==> src/tbbs_pkg.sv <==
`default_nettype none
// ----------------------------------------------------------------------------
// tbbs_pkg
// Shared types and constants of the token budget batch scheduler.
// ----------------------------------------------------------------------------
package tbbs_pkg;

  localparam int SLOTS_DEF  = 16;
  localparam int SLOT_W     = 4;
  localparam int SLOT_SPACE = 2 ** SLOT_W;
  localparam int PH_W       = 2;
  localparam int CNT_W      = 16;
  localparam int RR_W       = 4;
  localparam int CFG_IW     = 2;
  localparam int CFG_DW     = 16;

  localparam logic [PH_W-1:0] PH_IDLE    = 2'd0;
  localparam logic [PH_W-1:0] PH_PREFILL = 2'd1;
  localparam logic [PH_W-1:0] PH_DECODE  = 2'd2;

  localparam logic FUNC_WRITE = 1'b0;
  localparam logic FUNC_SCHED = 1'b1;

  localparam logic [CFG_IW-1:0] CFG_TOKEN_BUDGET = 2'd0;
  localparam logic [CFG_IW-1:0] CFG_CHUNK_LIMIT  = 2'd1;
  localparam logic [CFG_IW-1:0] CFG_DECODE_FIRST = 2'd2;

  localparam logic [CNT_W-1:0] TOKEN_BUDGET_RST = 16'd2048;
  localparam logic [CNT_W-1:0] CHUNK_LIMIT_RST  = 16'd512;

  typedef struct packed {
    logic              func;
    logic [SLOT_W-1:0] slot;
    logic [PH_W-1:0]   phase_in;
    logic [CNT_W-1:0]  remaining_in;
  } in_item_t;

  typedef struct packed {
    logic [SLOT_W-1:0] work_slot;
    logic [CNT_W-1:0]  prefill_count;
    logic              decode_grant;
    logic              work_valid;
    logic              last;
  } out_item_t;

  typedef enum logic [2:0] {
    ST_IDLE,
    ST_PRE,
    ST_DCNT,
    ST_DMOD,
    ST_DHI,
    ST_DLO,
    ST_FIN
  } state_t;

  typedef enum logic [3:0] {
    OP_NONE,
    OP_WRITE,
    OP_START,
    OP_PRE,
    OP_DCNT,
    OP_DMOD,
    OP_DHI,
    OP_DLO,
    OP_FIN
  } dp_op_t;

  typedef struct packed {
    dp_op_t op;
    logic   idx_clr;
  } dp_cmd_t;

  typedef struct packed {
    logic func_sched;
    logic dec_first;
    logic sched_zero;
    logic budget_zero;
    logic idx_last;
    logic hold;
    logic dcnt_zero;
    logic mod_done;
    logic rank_done;
    logic out_free;
  } dp_sts_t;

endpackage

`default_nettype wire

==> src/token_budget_batch_scheduler.sv <==
`default_nettype none
// ----------------------------------------------------------------------------
// token_budget_batch_scheduler
// Chunked-prefill scheduler: spends a token budget over a table of request
// slots and emits one work beat per slot that receives tokens.
//
//   channel | ports                          | beat
//   --------+--------------------------------+-------------------------------
//   in      | in_valid, in_stall, in_data    | slot write or schedule request
//   out     | out_valid, out_stall, out_data | one work item, last flags end
//   cfg     | cfg_we, cfg_index, cfg_wdata   | one register write
//
// A schedule holds the input from acceptance until its final beat is loaded:
// the table is walked one entry per cycle for prefill, decode count and two
// rotated decode scans, with offset reduction steps (at most 15) before the
// rotated scans; the rotated scans are skipped without decode slots and scans
// end early once the budget is spent.
// Output stalls hold the walk when a new beat meets a full output stage, and
// hold the final beat until the output register frees.
// rst_n is synchronous; it clears the table and the offset and restores the
// register defaults.
// ----------------------------------------------------------------------------
module token_budget_batch_scheduler import tbbs_pkg::*; #(
  parameter int SLOTS = SLOTS_DEF
) (
  input  wire logic              clk,
  input  wire logic              rst_n,
  input  wire logic              in_valid,
  output logic                   in_stall,
  input  wire in_item_t          in_data,
  output logic                   out_valid,
  input  wire logic              out_stall,
  output out_item_t              out_data,
  input  wire logic              cfg_we,
  input  wire logic [CFG_IW-1:0] cfg_index,
  input  wire logic [CFG_DW-1:0] cfg_wdata
);

  dp_cmd_t cmd;
  dp_sts_t sts;

  tbbs_ctrl u_ctrl (
    .clk      (clk),
    .rst_n    (rst_n),
    .in_valid (in_valid),
    .sts      (sts),
    .cmd      (cmd),
    .in_stall (in_stall)
  );

  tbbs_dp #(
    .SLOTS (SLOTS)
  ) u_dp (
    .clk       (clk),
    .rst_n     (rst_n),
    .in_data   (in_data),
    .cfg_we    (cfg_we),
    .cfg_index (cfg_index),
    .cfg_wdata (cfg_wdata),
    .out_stall (out_stall),
    .out_valid (out_valid),
    .out_data  (out_data),
    .cmd       (cmd),
    .sts       (sts)
  );

endmodule

`default_nettype wire

==> src/tbbs_ctrl.sv <==
`default_nettype none
// ----------------------------------------------------------------------------
// tbbs_ctrl
// Sequencer: walks the slot table through prefill, decode count, offset
// reduction, two rotated decode scans and the final beat.
// ----------------------------------------------------------------------------
module tbbs_ctrl import tbbs_pkg::*; (
  input  wire logic    clk,
  input  wire logic    rst_n,
  input  wire logic    in_valid,
  input  wire dp_sts_t sts,
  output dp_cmd_t      cmd,
  output logic         in_stall
);

  state_t state_r;
  state_t state_nxt;
  state_t dec_exit;

  always_ff @(posedge clk) begin
    if (!rst_n) begin
      state_r <= ST_IDLE;
    end else begin
      state_r <= state_nxt;
    end
  end

  always_comb begin
    state_nxt   = state_r;
    cmd.op      = OP_NONE;
    cmd.idx_clr = 1'b0;
    in_stall    = 1'b1;
    dec_exit    = sts.dec_first ? ST_PRE : ST_FIN;
    unique case (state_r)
      ST_IDLE: begin
        in_stall = 1'b0;
        if (in_valid) begin
          if (sts.func_sched) begin
            cmd.op = OP_START;
            if (sts.sched_zero) begin
              state_nxt = ST_FIN;
            end else begin
              state_nxt = sts.dec_first ? ST_DCNT : ST_PRE;
            end
          end else begin
            cmd.op = OP_WRITE;
          end
        end
      end
      ST_PRE: begin
        if (sts.budget_zero) begin
          cmd.idx_clr = 1'b1;
          state_nxt   = sts.dec_first ? ST_FIN : ST_DCNT;
        end else begin
          cmd.op = OP_PRE;
          if (!sts.hold && sts.idx_last) begin
            state_nxt = sts.dec_first ? ST_FIN : ST_DCNT;
          end
        end
      end
      ST_DCNT: begin
        cmd.op = OP_DCNT;
        if (sts.idx_last) begin
          state_nxt = ST_DMOD;
        end
      end
      ST_DMOD: begin
        if (sts.dcnt_zero) begin
          state_nxt = dec_exit;
        end else begin
          cmd.op = OP_DMOD;
          if (sts.mod_done) begin
            state_nxt = ST_DHI;
          end
        end
      end
      ST_DHI: begin
        if (sts.budget_zero) begin
          cmd.idx_clr = 1'b1;
          state_nxt   = dec_exit;
        end else begin
          cmd.op = OP_DHI;
          if (!sts.hold && sts.idx_last) begin
            state_nxt = ST_DLO;
          end
        end
      end
      ST_DLO: begin
        if (sts.budget_zero || sts.rank_done) begin
          cmd.idx_clr = 1'b1;
          state_nxt   = dec_exit;
        end else begin
          cmd.op = OP_DLO;
          if (!sts.hold && sts.idx_last) begin
            state_nxt = dec_exit;
          end
        end
      end
      ST_FIN: begin
        cmd.op = OP_FIN;
        if (sts.out_free) begin
          state_nxt = ST_IDLE;
        end
      end
      default: begin
        state_nxt = ST_IDLE;
      end
    endcase
  end

endmodule

`default_nettype wire

==> src/tbbs_dp.sv <==
`default_nettype none
// ----------------------------------------------------------------------------
// tbbs_dp
// Datapath: config registers, slot table, budget, decode counters, offset
// reduction, one pending result and the output register.
// ----------------------------------------------------------------------------
module tbbs_dp import tbbs_pkg::*; #(
  parameter int SLOTS = SLOTS_DEF
) (
  input  wire logic              clk,
  input  wire logic              rst_n,
  input  wire in_item_t          in_data,
  input  wire logic              cfg_we,
  input  wire logic [CFG_IW-1:0] cfg_index,
  input  wire logic [CFG_DW-1:0] cfg_wdata,
  input  wire logic              out_stall,
  output logic                   out_valid,
  output out_item_t              out_data,
  input  wire dp_cmd_t           cmd,
  output dp_sts_t                sts
);

  // slots at or above the index space can never be written, so they stay idle
  localparam int TBL = (SLOTS < SLOT_SPACE) ? SLOTS : SLOT_SPACE;
  localparam int IW  = (TBL > 1) ? $clog2(TBL) : 1;
  localparam int CW  = $clog2(TBL + 1);
  localparam int MW  = (CW > RR_W) ? CW : RR_W;

  logic [PH_W-1:0]  ph_r [TBL];
  logic [CNT_W-1:0] rm_r [TBL];

  logic [CNT_W-1:0] budget_cfg_r;
  logic [CNT_W-1:0] chunk_cfg_r;
  logic             dfirst_r;

  logic [IW-1:0]    idx_r, idx_nxt;
  logic [CNT_W-1:0] budget_r, budget_nxt;
  logic [CW-1:0]    dcnt_r, dcnt_nxt;
  logic [CW-1:0]    rank_r, rank_nxt;
  logic [RR_W-1:0]  modr_r, modr_nxt;
  logic [RR_W-1:0]  start_r, start_nxt;
  logic [RR_W-1:0]  rr_r, rr_nxt;
  out_item_t        pend_r, pend_nxt;
  logic             pend_v_r, pend_v_nxt;
  out_item_t        out_r, out_nxt;
  logic             out_v_r, out_v_nxt;

  logic [PH_W-1:0]  cur_ph;
  logic [CNT_W-1:0] cur_rm;
  logic             is_pre, is_dec;
  logic [CNT_W-1:0] c1, chunk;
  logic             pre_emit, rank_ge, dec_ok;
  logic             emit, hold, step, idx_last, out_free, out_load, mod_done, wr_ok;
  logic [MW:0]      rem_inc;
  out_item_t        new_it;

  assign cur_ph   = ph_r[idx_r];
  assign cur_rm   = rm_r[idx_r];
  assign is_pre   = (cur_ph == PH_PREFILL);
  assign is_dec   = (cur_ph == PH_DECODE);
  assign c1       = (chunk_cfg_r < cur_rm) ? chunk_cfg_r : cur_rm;
  assign chunk    = (budget_r < c1) ? budget_r : c1;
  assign pre_emit = is_pre && (chunk != '0);
  assign rank_ge  = (MW'(rank_r) >= MW'(start_r));
  assign dec_ok   = is_dec && (budget_r != '0);
  assign idx_last = (idx_r == IW'(TBL - 1));
  assign out_free = !out_v_r || !out_stall;
  assign mod_done = (MW'(modr_r) < MW'(dcnt_r));
  assign rem_inc  = (MW + 1)'(modr_r) + (MW + 1)'(1);
  assign wr_ok    = (32'(in_data.slot) < 32'(SLOTS));

  always_comb begin
    emit = 1'b0;
    unique case (cmd.op)
      OP_PRE:  emit = pre_emit;
      OP_DHI:  emit = dec_ok && rank_ge;
      OP_DLO:  emit = dec_ok && !rank_ge;
      default: emit = 1'b0;
    endcase
  end

  assign hold = emit && pend_v_r && !out_free;
  assign step = ((cmd.op == OP_PRE) || (cmd.op == OP_DCNT) || (cmd.op == OP_DHI) ||
                 (cmd.op == OP_DLO)) && !hold;

  always_comb begin
    new_it.work_slot     = SLOT_W'(idx_r);
    new_it.prefill_count = (cmd.op == OP_PRE) ? chunk : '0;
    new_it.decode_grant  = (cmd.op != OP_PRE);
    new_it.work_valid    = 1'b1;
    new_it.last          = 1'b0;
  end

  always_comb begin
    idx_nxt    = idx_r;
    budget_nxt = budget_r;
    dcnt_nxt   = dcnt_r;
    rank_nxt   = rank_r;
    modr_nxt   = modr_r;
    start_nxt  = start_r;
    rr_nxt     = rr_r;
    pend_nxt   = pend_r;
    pend_v_nxt = pend_v_r;
    out_nxt    = out_r;
    out_load   = 1'b0;

    unique case (cmd.op)
      OP_START: begin
        budget_nxt = budget_cfg_r;
        idx_nxt    = '0;
        rank_nxt   = '0;
        dcnt_nxt   = '0;
        modr_nxt   = rr_r;
        pend_v_nxt = 1'b0;
      end
      OP_PRE: begin
        if (!hold && pre_emit) begin
          budget_nxt = budget_r - chunk;
        end
      end
      OP_DCNT: begin
        dcnt_nxt = dcnt_r + CW'(is_dec);
      end
      OP_DMOD: begin
        if (mod_done) begin
          start_nxt = modr_r;
          rr_nxt    = (rem_inc == (MW + 1)'(dcnt_r)) ? '0 : rem_inc[RR_W-1:0];
        end else begin
          modr_nxt = modr_r - RR_W'(dcnt_r);
        end
      end
      OP_DHI, OP_DLO: begin
        if (!hold && emit) begin
          budget_nxt = budget_r - CNT_W'(1);
        end
      end
      OP_FIN: begin
        if (out_free) begin
          out_load = 1'b1;
          if (pend_v_r) begin
            out_nxt      = pend_r;
            out_nxt.last = 1'b1;
          end else begin
            out_nxt      = '0;
            out_nxt.last = 1'b1;
          end
          pend_v_nxt = 1'b0;
        end
      end
      default: begin
      end
    endcase

    // a new beat pushes the pending one out; the pending one holds back last
    if (emit && !hold) begin
      if (pend_v_r) begin
        out_load = 1'b1;
        out_nxt  = pend_r;
      end
      pend_nxt   = new_it;
      pend_v_nxt = 1'b1;
    end

    if (step) begin
      idx_nxt = idx_last ? '0 : idx_r + IW'(1);
      if ((cmd.op == OP_DHI) || (cmd.op == OP_DLO)) begin
        rank_nxt = idx_last ? '0 : rank_r + CW'(is_dec);
      end
    end

    if (cmd.idx_clr) begin
      idx_nxt  = '0;
      rank_nxt = '0;
    end
  end

  assign out_v_nxt = out_load || (out_v_r && out_stall);

  always_ff @(posedge clk) begin
    if (!rst_n) begin
      budget_cfg_r <= TOKEN_BUDGET_RST;
      chunk_cfg_r  <= CHUNK_LIMIT_RST;
      dfirst_r     <= 1'b0;
    end else if (cfg_we) begin
      unique case (cfg_index)
        CFG_TOKEN_BUDGET: budget_cfg_r <= cfg_wdata;
        CFG_CHUNK_LIMIT:  chunk_cfg_r  <= cfg_wdata;
        CFG_DECODE_FIRST: dfirst_r     <= cfg_wdata[0];
        default: begin
        end
      endcase
    end
  end

  always_ff @(posedge clk) begin
    if (!rst_n) begin
      for (int i = 0; i < TBL; i++) begin
        ph_r[i] <= PH_IDLE;
        rm_r[i] <= '0;
      end
    end else if ((cmd.op == OP_WRITE) && wr_ok) begin
      ph_r[in_data.slot[IW-1:0]] <= in_data.phase_in;
      rm_r[in_data.slot[IW-1:0]] <= in_data.remaining_in;
    end
  end

  always_ff @(posedge clk) begin
    if (!rst_n) begin
      idx_r    <= '0;
      rank_r   <= '0;
      rr_r     <= '0;
      pend_v_r <= 1'b0;
      out_v_r  <= 1'b0;
    end else begin
      idx_r    <= idx_nxt;
      rank_r   <= rank_nxt;
      rr_r     <= rr_nxt;
      pend_v_r <= pend_v_nxt;
      out_v_r  <= out_v_nxt;
    end
  end

  always_ff @(posedge clk) begin
    budget_r <= budget_nxt;
    dcnt_r   <= dcnt_nxt;
    modr_r   <= modr_nxt;
    start_r  <= start_nxt;
    pend_r   <= pend_nxt;
    out_r    <= out_nxt;
  end

  assign out_valid = out_v_r;
  assign out_data  = out_r;

  always_comb begin
    sts.func_sched  = (in_data.func == FUNC_SCHED);
    sts.dec_first   = dfirst_r;
    sts.sched_zero  = (budget_cfg_r == '0);
    sts.budget_zero = (budget_r == '0);
    sts.idx_last    = idx_last;
    sts.hold        = hold;
    sts.dcnt_zero   = (dcnt_r == '0);
    sts.mod_done    = mod_done;
    sts.rank_done   = rank_ge;
    sts.out_free    = out_free;
  end

endmodule

`default_nettype wire

==> config.mk <==
export PLATFORM = sky130hd
export DESIGN_NAME = token_budget_batch_scheduler
export DESIGN_NICKNAME = d
export VERILOG_FILES = /design/src/tbbs_pkg.sv /design/src/token_budget_batch_scheduler.sv /design/src/tbbs_ctrl.sv /design/src/tbbs_dp.sv
export SDC_FILE = /design/constraint.sdc
export NUM_CORES = 1
export LEC_CHECK = 0
export ABC_CLOCK_PERIOD_IN_PS = 11600
export BUFFER_PORTS_ARGS = -buffer_cell sky130_fd_sc_hd__clkbuf_2
export CORE_MARGIN = 2
export CORE_UTILIZATION = 35
export DETAILED_ROUTE_END_ITERATION = 10
export HOLD_SLACK_MARGIN = 0.12
export PLACE_DENSITY = 0.59
export RECOVER_POWER = 25
export SLEW_MARGIN = 20
export SYNTH_ARGS = -nofsm -noshare
export SYNTH_HDL_FRONTEND = slang
export SYNTH_SLANG_ARGS = --single-unit
==> constraint.sdc <==
create_clock -name clk -period 11.6 [get_ports clk]
set_input_delay 2.9 -clock clk [delete_from_list [all_inputs] [get_ports clk]]
set_output_delay 2.9 -clock clk [all_outputs]
set_load 0.02 [all_outputs]
==> metrics.cfg <==
[outcome]
result_of_the_run = complete, but fails checks
violations = capacitance limit, slew limit

[layout]
layout_common_cells = sky130_fd_sc_hd__edfxtp_1, sky130_fd_sc_hd__and2_1, sky130_fd_sc_hd__nand2_1, sky130_fd_sc_hd__a21oi_1, sky130_fd_sc_hd__mux4_2
final_net_count = 1784
layout-drive-gt1-share_pct = 14.5
finalInstanceArea_um2 = 22900
antennaDiodeCount = 0
synthToLayoutAreaGrowth_pct = 12.3
layout_commonest_cell = sky130_fd_sc_hd__edfxtp_1

[sta]
slew-limit-headroom_pct = -27.7
setup_tns_ns = 0
timing.fmax_mhz = 103
hold_viol = 0
final-max-slew-violation-count = 65
final.min_clock_period_ns = 9.75
timing_worst_slew_pin_value_ns = 1.92
min_period_over_period_pct = 84.1
finClkSkew_ns = 0.0233
report.final.setup_viol = 0
rsz0062_at_grt = no

[grt]
grt_pass1_wl_um = 80000
vias_in_the_first_global_route = 13200
groute.usage.overall_pct = 17.6
antenna_found_initial = 1
pin_count_of_the_biggest_net_entering_global_routing = 60
overflow = 0

[clock_network]
cts-resized-gates = 0
cts-buffers-inserted = 42
clk_transition_reported_paths_ns = 0.06
count_of_buffers_added_by_post_cts_timing_repair_for_setup = 0
cts_buffer_depth = 3
tritoncts_num_sinks = 416
ctsHtreeMaxLevel = 2
holdBufCountCts = 0
cts_root_buf = sky130_fd_sc_hd__clkbuf_16
tritoncts_clock_tree = done
clk_latency_ns = 0.59

[synth]
syn_avg_cell_area_um2 = 12.6
synth.lib_cells_used.distinct = 71
synth_top_flop_cell = sky130_fd_sc_hd__edfxtp_1
syn_inst = 1622
synth.yosys.warnings = 0
syn_nets = 1729
asyncSetResetFlopFracSynth_pct = 0
synth.ff_latch_count = 416
yosysSeqAreaShare_pct = 57.5
number_of_synthesized_flops_with_an_enable_pin = 338
synth.cell_area_um2 = 20400

[route]
dr.pass1.iters = 5
dr_total_vias = 13200
final_antenna_net_count = 0
drt-total-wl_um = 52900
remaining_drcs = 0
detail_route.vias_per_cell = 5.32
drt-wirelength-per-cell_um = 21.4
drt_iter0_drc = 1140

[critical_path]
critPathRequiredTime_ns = 12.05
endpoint_arrival_time_on_the_critical_path_ns = 10.20
critical-path-top-cell-by-count = sky130_fd_sc_hd__a21oi_1
rr_worst_depth = 31
crit_path_end_kind = flip-flop
setup.worst_path.class = reg2reg
path_max_fanout = 32
timing.critical_path.from_type = flip-flop
critical-path-slowest-cell = sky130_fd_sc_hd__clkbuf_1
critical-path-max-stage-delay_ns = 1.02

[worst_hold_path]
hold_path_depth = 1
min_path_type = reg2reg

[power_and_ir_drop]
p_leak_uw = 0.00830
power.density_nw_per_um2 = 209
total_power_uw = 4780
vdd.ir_drop.worst_uv = 132

[floorplanning]
boundaryPins = 71
num_rows = 88
start_util_pct = 35.4
die_area_um2 = 60200
die_height_um = 245
fp.dieW_um = 245
fp.coreArea_um2 = 57600

[place]
numPortBuffers = 70
place.gp.congestion = 0.871
dpl.hpwl_um = 35300
place_area_um2 = 21600

[run]
cap_violations = 2

[cells by family (layout without fill, tap and decap cells)]
| group | Yosys count | after routing | share of synthesized area (%) |
|---|---|---|---|
| multiplexers | 102 | 102 | 10.1 |
| AND/OR/NAND/NOR | 647 | 647 | 17.1 |
| flip-flops | 416 | 416 | 57.5 |
| AO/OA/AOI/OAI | 237 | 237 | 7.76 |
| buffers and inverters | 141 | 226 | 2.97 |
| adder cells (fa/ha/maj) | 61 | 61 | 3.82 |
| XOR/XNOR | 18 | 18 | 0.774 |
[critical path, delay by kind of cell, from the launching register on]
family	cells	cell delay, ns
and+or+nand+nor	4	0.36
AOI/OAI and AO/OA	18	4.46
adders and majority gates	4	1.23
buffers and inverters	2	1.11
muxes	3	1.64
DFF	1	0.78
[metrics by stage]
stage,instances,hold WS (ns),util (%),setup slack [ns]
CTS,2472,0.458,39.9,2.39
floorplan,1622,0.436,-,4.31
finish,2472,0.457,39.7,1.85
global route,2472,0.468,39.7,0.993
global placement,2398,0.434,37.5,2.64
detailed placement,2398,0.444,37.5,2.44
[worst paths after layout]
| kind | slack (ns) | from | endpoint |
|---|---|---|---|
| setup / recovery | 1.85 | flip-flop | u_dp.budget_r[14] |
| hold reg to reg | 0.46 | u_dp.out_data[1] | u_dp.out_data[1] |
| hold / removal | 0.46 | u_dp.out_data[1] | u_dp.out_data[1] |
| setup reg to reg | 1.85 | flip-flop | u_dp.budget_r[14] |
[synthesized netlist by cell type, drive strengths merged (9+ instances only)]
library cell	number	share of area, %
a211oi	11	0.41
a21oi	84	2.1
a22o	22	0.95
a22oi	15	0.58
and2	293	9.0
and3	11	0.34
buf	24	0.81
clkbuf	67	1.2
dfxtp	78	7.7
edfxtp	338	50
ha	59	3.6
inv	50	0.92
mux2i	17	0.84
mux4	82	9.1
nand2	121	2.2
nand2b	30	0.92
nand3	32	0.79
nand4	9	0.28
nor2	90	1.7
nor2b	9	0.28
nor3	16	0.39
nor4	17	0.52
o211ai	10	0.44
o21ai	41	1.0
xnor2	9	0.39
xor2	9	0.39
[cell type report]
cell class,count,area (um^2)
clock buffers,59,1180
clock inverters,15,173
fillers,5429,34700
inverters,50,188
multi-input cells,1065,8150
flip-flops and latches,416,11700
well taps,765,957
repair buffers,102,526
[flip-flops by register name (all words and copies together) (netlist names), 5 cells and up, named ones only]
| register | cells |
|---|---|
| u_dp.rm_r | 256 |
| u_dp.ph_r | 32 |
| u_dp.out_data | 23 |
| u_dp.pend_r | 21 |
| u_dp.budget_cfg_r | 16 |
| u_dp.budget_r | 16 |
| u_dp.chunk_cfg_r | 16 |
| u_dp.dcnt_r | 5 |
| u_dp.rank_r | 5 |
[report_power, final]
part / switching (uW) / leakage (uW) / internal (uW) / total [uW]
combinational: 855 / 0.00355 / 595 / 1450
clock: 592 / 0.000660 / 779 / 1370
sequential: 166 / 0.00409 / 1790 / 1960
total: 1610 / 0.00830 / 3160 / 4780
[layer usage]
metal | wire (um) | global-route usage (%) | up-vias | share of wire [%]
met5 | 0 | 0 | - | 0
met4 | 1130 | 4.95 | 0 | 2.1
met3 | 2980 | 2.87 | 79 | 5.6
met2 | 25000 | 28.6 | 392 | 47
met1 | 23800 | 24.2 | 6618 | 45
li1 | - | - | 6071 | -
Power figures use the tool's default switching activity.
